$ cat config.mk
export PLATFORM = sky130hd
export DESIGN_NAME = string_bucket_hash
export DESIGN_NICKNAME = d
export VERILOG_FILES = /design/src/rtl/core/sbh_pkg.sv /design/src/rtl/core/sbh_divider.sv /design/src/rtl/core/string_bucket_hash.sv
export SDC_FILE = /design/constraint.sdc
export NUM_CORES = 1
export LEC_CHECK = 0
export BUFFER_PORTS_ARGS = -buffer_cell sky130_fd_sc_hd__buf_4
export CAP_MARGIN = 20
export CORE_ASPECT_RATIO = 0.6
export CORE_UTILIZATION = 30
export DETAILED_ROUTE_END_ITERATION = 7
export HOLD_SLACK_MARGIN = 0.12
export SLEW_MARGIN = 5
export SYNTH_ARGS = -nofsm -noshare
export SYNTH_HDL_FRONTEND = slang
export SYNTH_SLANG_ARGS = --single-unit
$ cat constraint.sdc
create_clock -name clk_i -period 8.4 [get_ports clk_i]
set_input_delay 0.42 -clock clk_i [delete_from_list [all_inputs] [get_ports clk_i]]
set_output_delay 0.42 -clock clk_i [all_outputs]
set_load 0.005 [all_outputs]
$ cat src/rtl/core/sbh_pkg.sv
// Shared constants, types and helpers of the string bucket hash block.
package sbh_pkg;

  localparam int unsigned WORD_W = 32;
  localparam int unsigned BYTE_W = 8;

  localparam logic [WORD_W-1:0] MIX_SEED  = 32'h1234_5678;
  localparam logic [WORD_W-1:0] MIX_MUL   = 32'h5bd1_e995;
  localparam int unsigned       MIX_SHIFT = 15;
  localparam logic [WORD_W-1:0] LEN_LIMIT = 32'h7fff_ffff;
  localparam logic [WORD_W-1:0] LEN_MAX   = 32'hffff_ffff;

  // Control from the sequencer to the remainder unit.
  typedef struct packed {
    logic start;
  } div_ctrl_t;

  // Status from the remainder unit back to the sequencer.
  typedef struct packed {
    logic busy;
    logic done;
  } div_stat_t;

  function automatic logic [WORD_W-1:0] sext8(input logic [BYTE_W-1:0] b);
    return {{(WORD_W-BYTE_W){b[BYTE_W-1]}}, b};
  endfunction

endpackage

$ cat src/rtl/core/sbh_divider.sv
// Iterative restoring remainder unit, one quotient bit per cycle.
module sbh_divider (
  input  logic                           clk_i,
  input  logic                           rst_ni,
  input  sbh_pkg::div_ctrl_t             ctrl_i,
  input  logic [sbh_pkg::WORD_W-1:0]     dividend_i,
  input  logic [sbh_pkg::WORD_W-1:0]     divisor_i,
  output sbh_pkg::div_stat_t             stat_o,
  output logic [sbh_pkg::WORD_W-1:0]     remainder_o
);

  localparam int unsigned CntW = $clog2(sbh_pkg::WORD_W);
  localparam logic [CntW-1:0] CntLast = CntW'(sbh_pkg::WORD_W - 1);

  logic [sbh_pkg::WORD_W-1:0] rem_q;
  logic [sbh_pkg::WORD_W-1:0] num_q;
  logic [sbh_pkg::WORD_W-1:0] den_q;
  logic [CntW-1:0]            cnt_q;
  logic                       busy_q;
  logic                       done_q;
  logic [sbh_pkg::WORD_W:0]   trial;
  logic [sbh_pkg::WORD_W:0]   diff;
  logic                       fits;

  // Bring down the next dividend bit and subtract the divisor where it fits.
  assign trial = {rem_q, num_q[sbh_pkg::WORD_W-1]};
  assign diff  = trial - {1'b0, den_q};
  assign fits  = (trial >= {1'b0, den_q});

  always_ff @(posedge clk_i or negedge rst_ni) begin
    if (!rst_ni) begin
      busy_q <= 1'b0;
      done_q <= 1'b0;
      cnt_q  <= '0;
    end else begin
      done_q <= 1'b0;
      if (ctrl_i.start) begin
        busy_q <= 1'b1;
        cnt_q  <= '0;
      end else if (busy_q) begin
        cnt_q <= cnt_q + 1'b1;
        if (cnt_q == CntLast) begin
          busy_q <= 1'b0;
          done_q <= 1'b1;
        end
      end
    end
  end

  always_ff @(posedge clk_i) begin
    if (ctrl_i.start) begin
      rem_q <= '0;
      num_q <= dividend_i;
      den_q <= divisor_i;
    end else if (busy_q) begin
      rem_q <= fits ? diff[sbh_pkg::WORD_W-1:0] : trial[sbh_pkg::WORD_W-1:0];
      num_q <= {num_q[sbh_pkg::WORD_W-2:0], 1'b0};
    end
  end

  assign stat_o.busy  = busy_q;
  assign stat_o.done  = done_q;
  assign remainder_o  = rem_q;

`ifndef SYNTHESIS
  // The result is flagged only as the last step retires.
  a_done_after_busy: assert property (@(posedge clk_i) disable iff (!rst_ni)
    done_q |-> !busy_q && $past(busy_q))
    else $error("remainder done without a preceding busy step");
`endif

endmodule

$ cat src/rtl/core/string_bucket_hash.sv
// Top level of the string bucket hash: byte intake, mix sequencer and result stage.
//
// The block takes the bytes of a key one request at a time and gives one bucket
// index for each key, when the byte marked by tlast has been taken in. Every
// nonzero byte is folded into a 32-bit running mix (xor with the sign-extended
// byte, multiply by a fixed odd constant, then xor with itself shifted right by
// fifteen); zero bytes are ignored, though a zero byte with tlast still ends the
// key. The first, second, second-last and last bytes and a saturating length
// are kept alongside; at the end of the key the mix's upper half and a low half
// set by the second-last and last bytes and the length form a 32-bit hash, taken
// modulo bucket_count if nonzero. An all-zero key gives index 0 with tuser set.
// Timing: the block works on one byte at a time and holds s_axis_tready low
// meanwhile. A zero byte needs no fold; for a nonzero byte the accepting cycle
// registers the product of the single 32x32 multiplier, the next one folds it
// back into the mix. At the end of a key ST_FINISH forms the hash, ST_DIV lets
// the restoring remainder unit reduce it, one bit per cycle, when bucket_count
// and the length are nonzero, and ST_HOLD moves it into the output register. The
// output register lets a finished result wait for m_axis_tready while the next
// key streams in; a second result then waits until the first has been taken.
// bucket_count is written through the cfg port, which is always ready; write it
// only while no key is in progress and no result is outstanding.
module string_bucket_hash (
  input  logic        clk_i,
  input  logic        rst_ni,
  // Configuration write channel: bucket_count.
  input  logic        cfg_valid_i,
  output logic        cfg_ready_o,
  input  logic [31:0] cfg_data_i,
  // Key byte stream.
  input  logic        s_axis_tvalid,
  output logic        s_axis_tready,
  input  logic [7:0]  s_axis_tdata,   // [7:0] key_byte
  input  logic        s_axis_tlast,   // last byte of the key
  // Result stream.
  output logic        m_axis_tvalid,
  input  logic        m_axis_tready,
  output logic [31:0] m_axis_tdata,   // [31:0] bucket_index
  output logic        m_axis_tuser    // [0] key_empty
);

  typedef enum logic [2:0] {
    ST_IDLE,
    ST_FOLD,
    ST_FINISH,
    ST_DIV,
    ST_HOLD
  } state_e;

  state_e state_q;

  logic [sbh_pkg::WORD_W-1:0] bucket_count_q;
  logic [sbh_pkg::WORD_W-1:0] mix_q;
  logic [sbh_pkg::WORD_W-1:0] prod_q;
  logic [sbh_pkg::WORD_W-1:0] len_q;
  logic [sbh_pkg::BYTE_W-1:0] first_q;
  logic [sbh_pkg::BYTE_W-1:0] second_q;
  logic [sbh_pkg::BYTE_W-1:0] prev_q;
  logic [sbh_pkg::BYTE_W-1:0] lastc_q;
  logic                       end_pend_q;
  logic [sbh_pkg::WORD_W-1:0] res_q;
  logic                       res_empty_q;
  logic                       out_valid_q;
  logic [sbh_pkg::WORD_W-1:0] out_data_q;
  logic                       out_empty_q;

  logic                       in_accept;
  logic                       byte_nz;
  logic [sbh_pkg::WORD_W-1:0] prod_d;
  logic [sbh_pkg::WORD_W-1:0] mix_d;
  logic                       longer;
  logic [sbh_pkg::BYTE_W-1:0] sel_second;
  logic [sbh_pkg::BYTE_W-1:0] sel_prev;
  logic [sbh_pkg::WORD_W-1:0] edge_word;
  logic [sbh_pkg::WORD_W-1:0] len_word;
  logic [sbh_pkg::WORD_W-1:0] hash_raw;
  logic                       out_free;
  logic                       out_load;

  sbh_pkg::div_ctrl_t         div_ctrl;
  sbh_pkg::div_stat_t         div_stat;
  logic [sbh_pkg::WORD_W-1:0] div_rem;

  assign cfg_ready_o   = 1'b1;
  assign s_axis_tready = (state_q == ST_IDLE);
  assign in_accept     = s_axis_tvalid && s_axis_tready;
  assign byte_nz       = (s_axis_tdata != '0);

  // One multiplication per nonzero byte; the shift-xor is done from the product register in ST_FOLD.
  assign prod_d = (mix_q ^ sbh_pkg::sext8(s_axis_tdata)) * sbh_pkg::MIX_MUL;
  assign mix_d  = prod_q ^ (prod_q >> sbh_pkg::MIX_SHIFT);

  // End of key: a single-byte key uses its first byte in every position.
  assign longer     = (len_q > sbh_pkg::WORD_W'(1));
  assign sel_second = longer ? second_q : first_q;
  assign sel_prev   = longer ? prev_q : first_q;
  assign edge_word  = {first_q, 24'h0}
                    | (sbh_pkg::sext8(sel_second) << 16)
                    | (sbh_pkg::sext8(sel_prev) << 8)
                    | sbh_pkg::sext8(lastc_q);
  assign len_word   = (len_q < sbh_pkg::LEN_LIMIT) ? ~len_q : len_q;
  assign hash_raw   = {mix_q[31:16], edge_word[15:0] ^ len_word[15:0]};

  assign div_ctrl.start = (state_q == ST_FINISH) && (len_q != '0)
                        && (bucket_count_q != '0);

  assign out_free = !out_valid_q || m_axis_tready;
  assign out_load = (state_q == ST_HOLD) && out_free;

  sbh_divider u_divider (
    .clk_i       (clk_i),
    .rst_ni      (rst_ni),
    .ctrl_i      (div_ctrl),
    .dividend_i  (hash_raw),
    .divisor_i   (bucket_count_q),
    .stat_o      (div_stat),
    .remainder_o (div_rem)
  );

  always_ff @(posedge clk_i or negedge rst_ni) begin
    if (!rst_ni) begin
      bucket_count_q <= '0;
    end else if (cfg_valid_i && cfg_ready_o) begin
      bucket_count_q <= cfg_data_i;
    end
  end

  // Sequencer, per-key state and the output register.
  always_ff @(posedge clk_i or negedge rst_ni) begin
    if (!rst_ni) begin
      state_q     <= ST_IDLE;
      mix_q       <= sbh_pkg::MIX_SEED;
      len_q       <= '0;
      first_q     <= '0;
      second_q    <= '0;
      prev_q      <= '0;
      lastc_q     <= '0;
      end_pend_q  <= 1'b0;
      res_q       <= '0;
      res_empty_q <= 1'b0;
      out_valid_q <= 1'b0;
      out_data_q  <= '0;
      out_empty_q <= 1'b0;
    end else begin
      // A new result may replace the one being taken in the same cycle.
      if (out_load) begin
        out_valid_q <= 1'b1;
      end else if (out_valid_q && m_axis_tready) begin
        out_valid_q <= 1'b0;
      end
      case (state_q)
        ST_IDLE: begin
          if (in_accept) begin
            end_pend_q <= s_axis_tlast;
            if (byte_nz) begin
              if (len_q == '0) begin
                first_q <= s_axis_tdata;
              end else if (len_q == sbh_pkg::WORD_W'(1)) begin
                second_q <= s_axis_tdata;
              end
              prev_q  <= lastc_q;
              lastc_q <= s_axis_tdata;
              if (len_q != sbh_pkg::LEN_MAX) begin
                len_q <= len_q + 1'b1;
              end
              state_q <= ST_FOLD;
            end else if (s_axis_tlast) begin
              state_q <= ST_FINISH;
            end
          end
        end
        ST_FOLD: begin
          mix_q   <= mix_d;
          state_q <= end_pend_q ? ST_FINISH : ST_IDLE;
        end
        ST_FINISH: begin
          if (len_q == '0) begin
            res_empty_q <= 1'b1;
            res_q       <= '0;
            state_q     <= ST_HOLD;
          end else begin
            res_empty_q <= 1'b0;
            res_q       <= hash_raw;
            state_q     <= (bucket_count_q != '0) ? ST_DIV : ST_HOLD;
          end
          // The hash operands are captured now, so the key state can restart.
          mix_q    <= sbh_pkg::MIX_SEED;
          len_q    <= '0;
          first_q  <= '0;
          second_q <= '0;
          prev_q   <= '0;
          lastc_q  <= '0;
        end
        ST_DIV: begin
          if (div_stat.done) begin
            res_q   <= div_rem;
            state_q <= ST_HOLD;
          end
        end
        ST_HOLD: begin
          if (out_free) begin
            out_data_q  <= res_q;
            out_empty_q <= res_empty_q;
            state_q     <= ST_IDLE;
          end
        end
        default: begin
          state_q <= ST_IDLE;
        end
      endcase
    end
  end

  // The multiplier product is a pure payload register.
  always_ff @(posedge clk_i) begin
    if (in_accept && byte_nz) begin
      prod_q <= prod_d;
    end
  end

  assign m_axis_tvalid = out_valid_q;
  assign m_axis_tdata  = out_data_q;
  assign m_axis_tuser  = out_empty_q;

`ifndef SYNTHESIS
  a_div_start_finish: assert property (@(posedge clk_i) disable iff (!rst_ni)
    div_ctrl.start |=> (state_q == ST_DIV) && div_stat.busy)
    else $error("remainder unit started outside the end of a key");

  a_nz_byte_folds: assert property (@(posedge clk_i) disable iff (!rst_ni)
    in_accept && byte_nz |=> (state_q == ST_FOLD))
    else $error("nonzero byte not folded into the mix");

  a_idle_unit_quiet: assert property (@(posedge clk_i) disable iff (!rst_ni)
    s_axis_tready |-> !div_stat.busy && !div_stat.done)
    else $error("remainder unit active while taking key bytes");

  a_empty_zero: assert property (@(posedge clk_i) disable iff (!rst_ni)
    m_axis_tvalid && m_axis_tuser |-> (m_axis_tdata == '0))
    else $error("empty key result with a nonzero index");
`endif

endmodule

* After elaboration in Yosys (flattened, before gate mapping)
Index checks and enable logic that the tools add are counted.
Storage, ports and cells: register bits 326, output and inout port bits 36, logic and storage cells 115, bits of input ports 46
Operators by class: $mul 1, bitwise operators 7, eq/ne operators 13, muxes and demuxes 43, add/sub/neg operators 3, reductions and logical operators 25, $lt $le $gt $ge 3
Operator list (count):
- $mux W32 | 8
- $pmux W32 S2 | 3
- $mux W8 | 8
- $reduce_bool A32 Y1 | 2
- $pmux W8 S2 | 3
- $ge A33 B32 Y1 | 1
- $add A32 B1 Y32 const B | 1
- $gt A32 B1 Y1 const B | 1
- $logic_not A32 Y1 | 1
- $lt A32 B31 Y1 const B | 1
- $mul A32 B31 Y32 const B | 1
- $ne A32 B32 Y1 const B | 1
- $sub A32 B32 Y32 | 1
- $xor A32 B17 Y32 | 1
- $xor A32 B32 Y32 | 1
- $mux W3 | 7
- $mux W16 | 1
- $not A16 Y16 | 1
- $or A1 B16 Y16 | 1
- $or A16 B16 Y16 | 1
- $xor A16 B16 Y16 | 1
- $pmux W3 S5 | 1
- $reduce_and A4 Y1 | 3
- $mux W5 | 2
- 19 further kinds | 43

* Longest topological paths before layout
word-level depth 7, depth in mapped cells 29, depth with buffers taken out 28

* Hierarchy
From an unflattened synthesis, not the netlist that was laid out.
Second synthesis, totals: cell total of the unflattened synthesis 2408, area total of the unflattened synthesis 24886.4 µm²
Modules (own cells, without submodules):
- string_bucket_hash | times used 1, area each 18705.4 µm², sequential area each 5756.8 µm², cells an instance 1803
- sbh_divider | times used 1, area each 6180.9 µm², sequential area each 2737.6 µm², cells an instance 605

* Least setup slack after synthesis
Ideal clock, no wire load.
path type input-to-reg, from input s_axis_tdata[7], to register prod_q[30] in the netlist's numbering (data pin), path buffers 4, setup slack 622 ps, required time 8134 ps, setup time 266 ps, cell stages on the path 29, data arrival time 7512 ps, cells stage by stage clkbuf_1 > buf_2 > buf_1 > clkbuf_1 > xor2_1 > ha_1 > ha_1 > fa_1 > inv_1 > fa_1 > inv_1 > fa_1 > inv_1 > fa_1 > inv_1 > fa_1 > inv_1 > fa_1 > inv_1 > ha_1 > o21a_1 > o21a_1 > or2_2 > o2111ai_1 > a21oi_1 > o21ai_0 > a21boi_1 > o41ai_1 > xnor2_1
On the way: cells in the longest elaborated chain, start to end 2
RTL lines:
- from (decl) | line string_bucket_hash.sv:32 | input logic [7:0] s_axis_tdata,
- $xor A32 B32 Y32 | line string_bucket_hash.sv:89 | assign prod_d = (mix_q ^ sbh_pkg::sext8(s_axis_tdata)) * sbh_pkg::MIX_MUL;
- $mul A32 B31 Y32 | line string_bucket_hash.sv:89
- via prod_d, one bit | line string_bucket_hash.sv:68 | logic [sbh_pkg::WORD_W-1:0] prod_d;
- to (signal assigned) | line string_bucket_hash.sv:216 | prod_q <= prod_d;
- to (decl) | line string_bucket_hash.sv:53 | logic [sbh_pkg::WORD_W-1:0] prod_q;
The timed path passes the listed nets, and every way through them passes these cells. A chain may end at the register's enable or synchronous reset.

* Final worst setup path
from input s_axis_tdata[1], to register prod_q[30] in the netlist's numbering (data pin)
Same word-level chain as after synthesis.

==> out/results.txt <==
status -> finished, final reports clean
CTS tree -> built
worst-skew pair later-pin latency -> 0.57 ns
Initial Util -> 30.6%
warnings from Yosys -> 0
CTS H-Tree Depth -> 2
Clock Path Buffers -> 3
FFs w/ async S/R, synth -> 60.7%
global route overflow -> 0
area leader, netlist -> dfrtp_1
TritonCTS Sinks -> 326
Post-synth EDFFs -> 96
initial DRC count -> 1367
Worst slew margin -> 31.3%
row cnt -> 80
vias per cell -> 4.80
first-pass GRT wire length -> 106000 microns
antenna violations before repair -> 0
CTS root buffer -> clkbuf_16
Layout area overhead -> 13.9%
Residual DRC -> 0
top cell type's share of synthesized area -> 18.9%
Mapped Cells -> 2403
final worst-path cycle share -> 93.6%
final wirelength -> 68300 microns
vias in the first global route -> 17.0k
pin count of the biggest net entering global routing -> 75
TritonCTS Buffers -> 36
syn avg cell area -> 10.2 sq um
sequential-to-total area share from yosys stat -> 34.6%
top post-synthesis cells by area -> dfrtp_1, fa_1, edfxtp_1
Data required, critical path -> 8.69 ns
syn nets -> 2847
Synth Flop Type -> dfrtp_1
Worst Setup Path Type -> primary input to flip-flop
setup TNS -> 0 ns
full die area -> 82900 sq um
Slew Limit Fails -> 0
FF+latch count, synth -> 326
ant diodes -> 0
CORE AREA -> 80200 sq um
chip width -> 371 microns
worst slew pin tran -> 1.03 ns
Overall Global Routing Usage -> 16.8%
die height -> 223 microns
Tightest Hold Check Type -> primary input to flip-flop
fin crit period -> 7.87 ns
setup violators final -> 0
Final Skew -> 0.0351 ns
postcts setup bufs -> 0
Critical Path End Type -> flip-flop
I/O pins -> 82
mapped cell area -> 24500 sq um
Hold WS -> 0.168 ns
share of cells above drive strength 1 -> 12.2%
Worst Hold Depth -> 2
Core Util, Final -> 34.9%
Post-DP HPWL -> 53600 microns
f_max -> 127 MHz
PortBufs -> 80
Routability Congestion -> 0.947
Startpoint Class -> primary input
drt pass-1 iters -> 5
wire length per cell -> 19.0 microns
max cap viols -> 0
Reg2Reg Depth -> 26
clock-pin slew on the worst setup and hold paths -> 0.06 ns
RSZ-0062 raised after global routing -> false
Arr. time, crit path -> 8.15 ns
Final #Nets -> 2950
Vias -> 17.3k
Post-DRT Antenna Nets -> 0
Final Hold Vio Count -> 0
synth unique cells -> 93
CP max FO -> 9
## state kept, by name, summed over array words and instances, names as in the netlist, 32 cells and up
| register | flops |
|---|---|
| prod_q | 32 |
| u_divider.num_q | 32 |
| len_q | 32 |
| m_axis_tdata | 32 |
| u_divider.den_q | 32 |
| res_q | 32 |
| bucket_count_q | 32 |
| u_divider.remainder_o | 32 |
| mix_q | 32 |
## logic make-up (layout without fill, tap and decap cells)
kind of cell	after synthesis	in the layout	synth area share, %
AO/OA/AOI/OAI	380	380	10.4
flip-flops	326	326	34.6
adder cells (fa/ha/maj)	398	398	25.6
other	1	1	0.0153
multiplexers	78	78	3.57
AND/OR/NAND/NOR	545	545	10.1
XOR/XNOR	220	220	8.31
buffers and inverters	455	586	7.33
## per-layer routing
layer	track usage [%]	share of wire (%)
met4	2.52	1.2
met2	21.4	38
met5	0	0
met3	5.95	11
met1	26.7	51
## Yosys cell counts (4+ instances only)
cell      instances
a21o_1           27
o21a_1           13
mux2_2           75
dfstp_2          13
and4_1            4
and2_1           21
nor4_1           18
nand3_1          31
a21oi_1         103
nand4_1          16
or3_1             7
xnor2_1         136
a211o_1           4
inv_1           368
o41ai_1           4
edfxtp_1         96
o22ai_1           4
or2_2            10
buf_2             6
a31oi_1          31
ha_1            224
xnor3_1           8
fa_1            174
nor2b_1           8
o21ai_1           4
o21ai_0          81
nor3_1           11
xor2_1           76
nand2_1         254
a211oi_1          6
and3_1           10
buf_1             8
o21bai_1          4
clkbuf_1         59
o31ai_1           4
a22oi_1          29
a22o_1           26
nand2b_1         10
nor2_1          124
dfxtp_1          32
dfrtp_1         185
buf_6             5
## worst paths after layout
path / endpoint / startpoint / slack [ns]
setup / recovery: prod_q[30] / s_axis_tdata[1] / 0.53
hold / removal: lastc_q[6] / s_axis_tdata[6] / 0.17
setup reg to reg: prod_q[30] / mix_q[1] / 0.68
hold reg to reg: res_q[31] / u_divider.remainder_o[31] / 0.47
max in group asynchronous: bucket_count_q[28] / rst_ni / 6.63
min in group asynchronous: len_q[27] / rst_ni / 0.42
## critical path, stage by stage
cell and delay [ns]:
dlygate4sd3_1 0.55, buf_4 0.16, xnor2_1 0.33, inv_1 0.31, xnor2_1 0.31, ha_1 0.25, or2_2 0.29, ha_1 0.35
fa_1 0.56, ha_1 0.25, fa_1 0.54, inv_1 0.06, fa_1 0.48, inv_1 0.06, fa_1 0.54, inv_1 0.06
fa_1 0.53, inv_1 0.05, ha_1 0.35, o21a_1 0.19, o21a_1 0.20, or2_2 0.29, o2111ai_1 0.14, a21oi_1 0.16
o21ai_0 0.21, a21boi_1 0.10, o41ai_1 0.31, xnor2_1 0.13
## what timing repair did
action	in CTS	in global routing
endpoints found under the setup margin	0	0
resized for setup	0	0
hold buffers	36	0
endpoints found under the hold margin	107	0
## per-stage QoR
stage,area (sq um),setup WS [ns],cells
floorplan,24500,0.622,2403
global placement,26300,0.792,3496
finish,27900,0.535,3600
detailed placement,26400,0.629,3497
global route,27900,0.188,3600
CTS,27900,0.586,3599
## cells in the final DEF, fill, tap and decap left out, types with 10 or more instances in the layout
cell type      synthesis  routed
fa_1                 174     174
xor2_1                76      76
nor3_1                11      11
buf_4                  2     110
nand4_1               16      16
dfrtp_1              185     185
and3_1                10      10
inv_1                368     368
nand2b_1              10      10
clkbuf_16              0      37
and2_1                21      21
a21o_1                27      27
ha_1                 224     224
dfstp_2               13      13
nor2_1               124     123
dfxtp_1               32      32
or2_2                 10      10
nor4_1                18      18
a21oi_1              103     100
a31oi_1               31      31
o21ai_0               81      81
xnor2_1              136     136
edfxtp_1              96      96
o21a_1                13      13
mux2_2                75      75
dlygate4sd3_1          0      36
a22oi_1               29      29
nand3_1               31      30
nand2_1              254     253
a22o_1                26      26
## cell type report
| type | count | area, sq um |
|---|---|---|
| multi-input combinational | 1622 | 14300 |
| fill | 8091 | 52200 |
| timing repair buffer | 149 | 1240 |
| clock inverter | 17 | 201 |
| inverter | 371 | 1390 |
| sequential | 326 | 8490 |
| clock buffer | 49 | 1000 |
| tap | 1066 | 1330 |
Power is not shown: default switching activity piles up to over one toggle a cycle in this logic, so the estimate is an artifact.
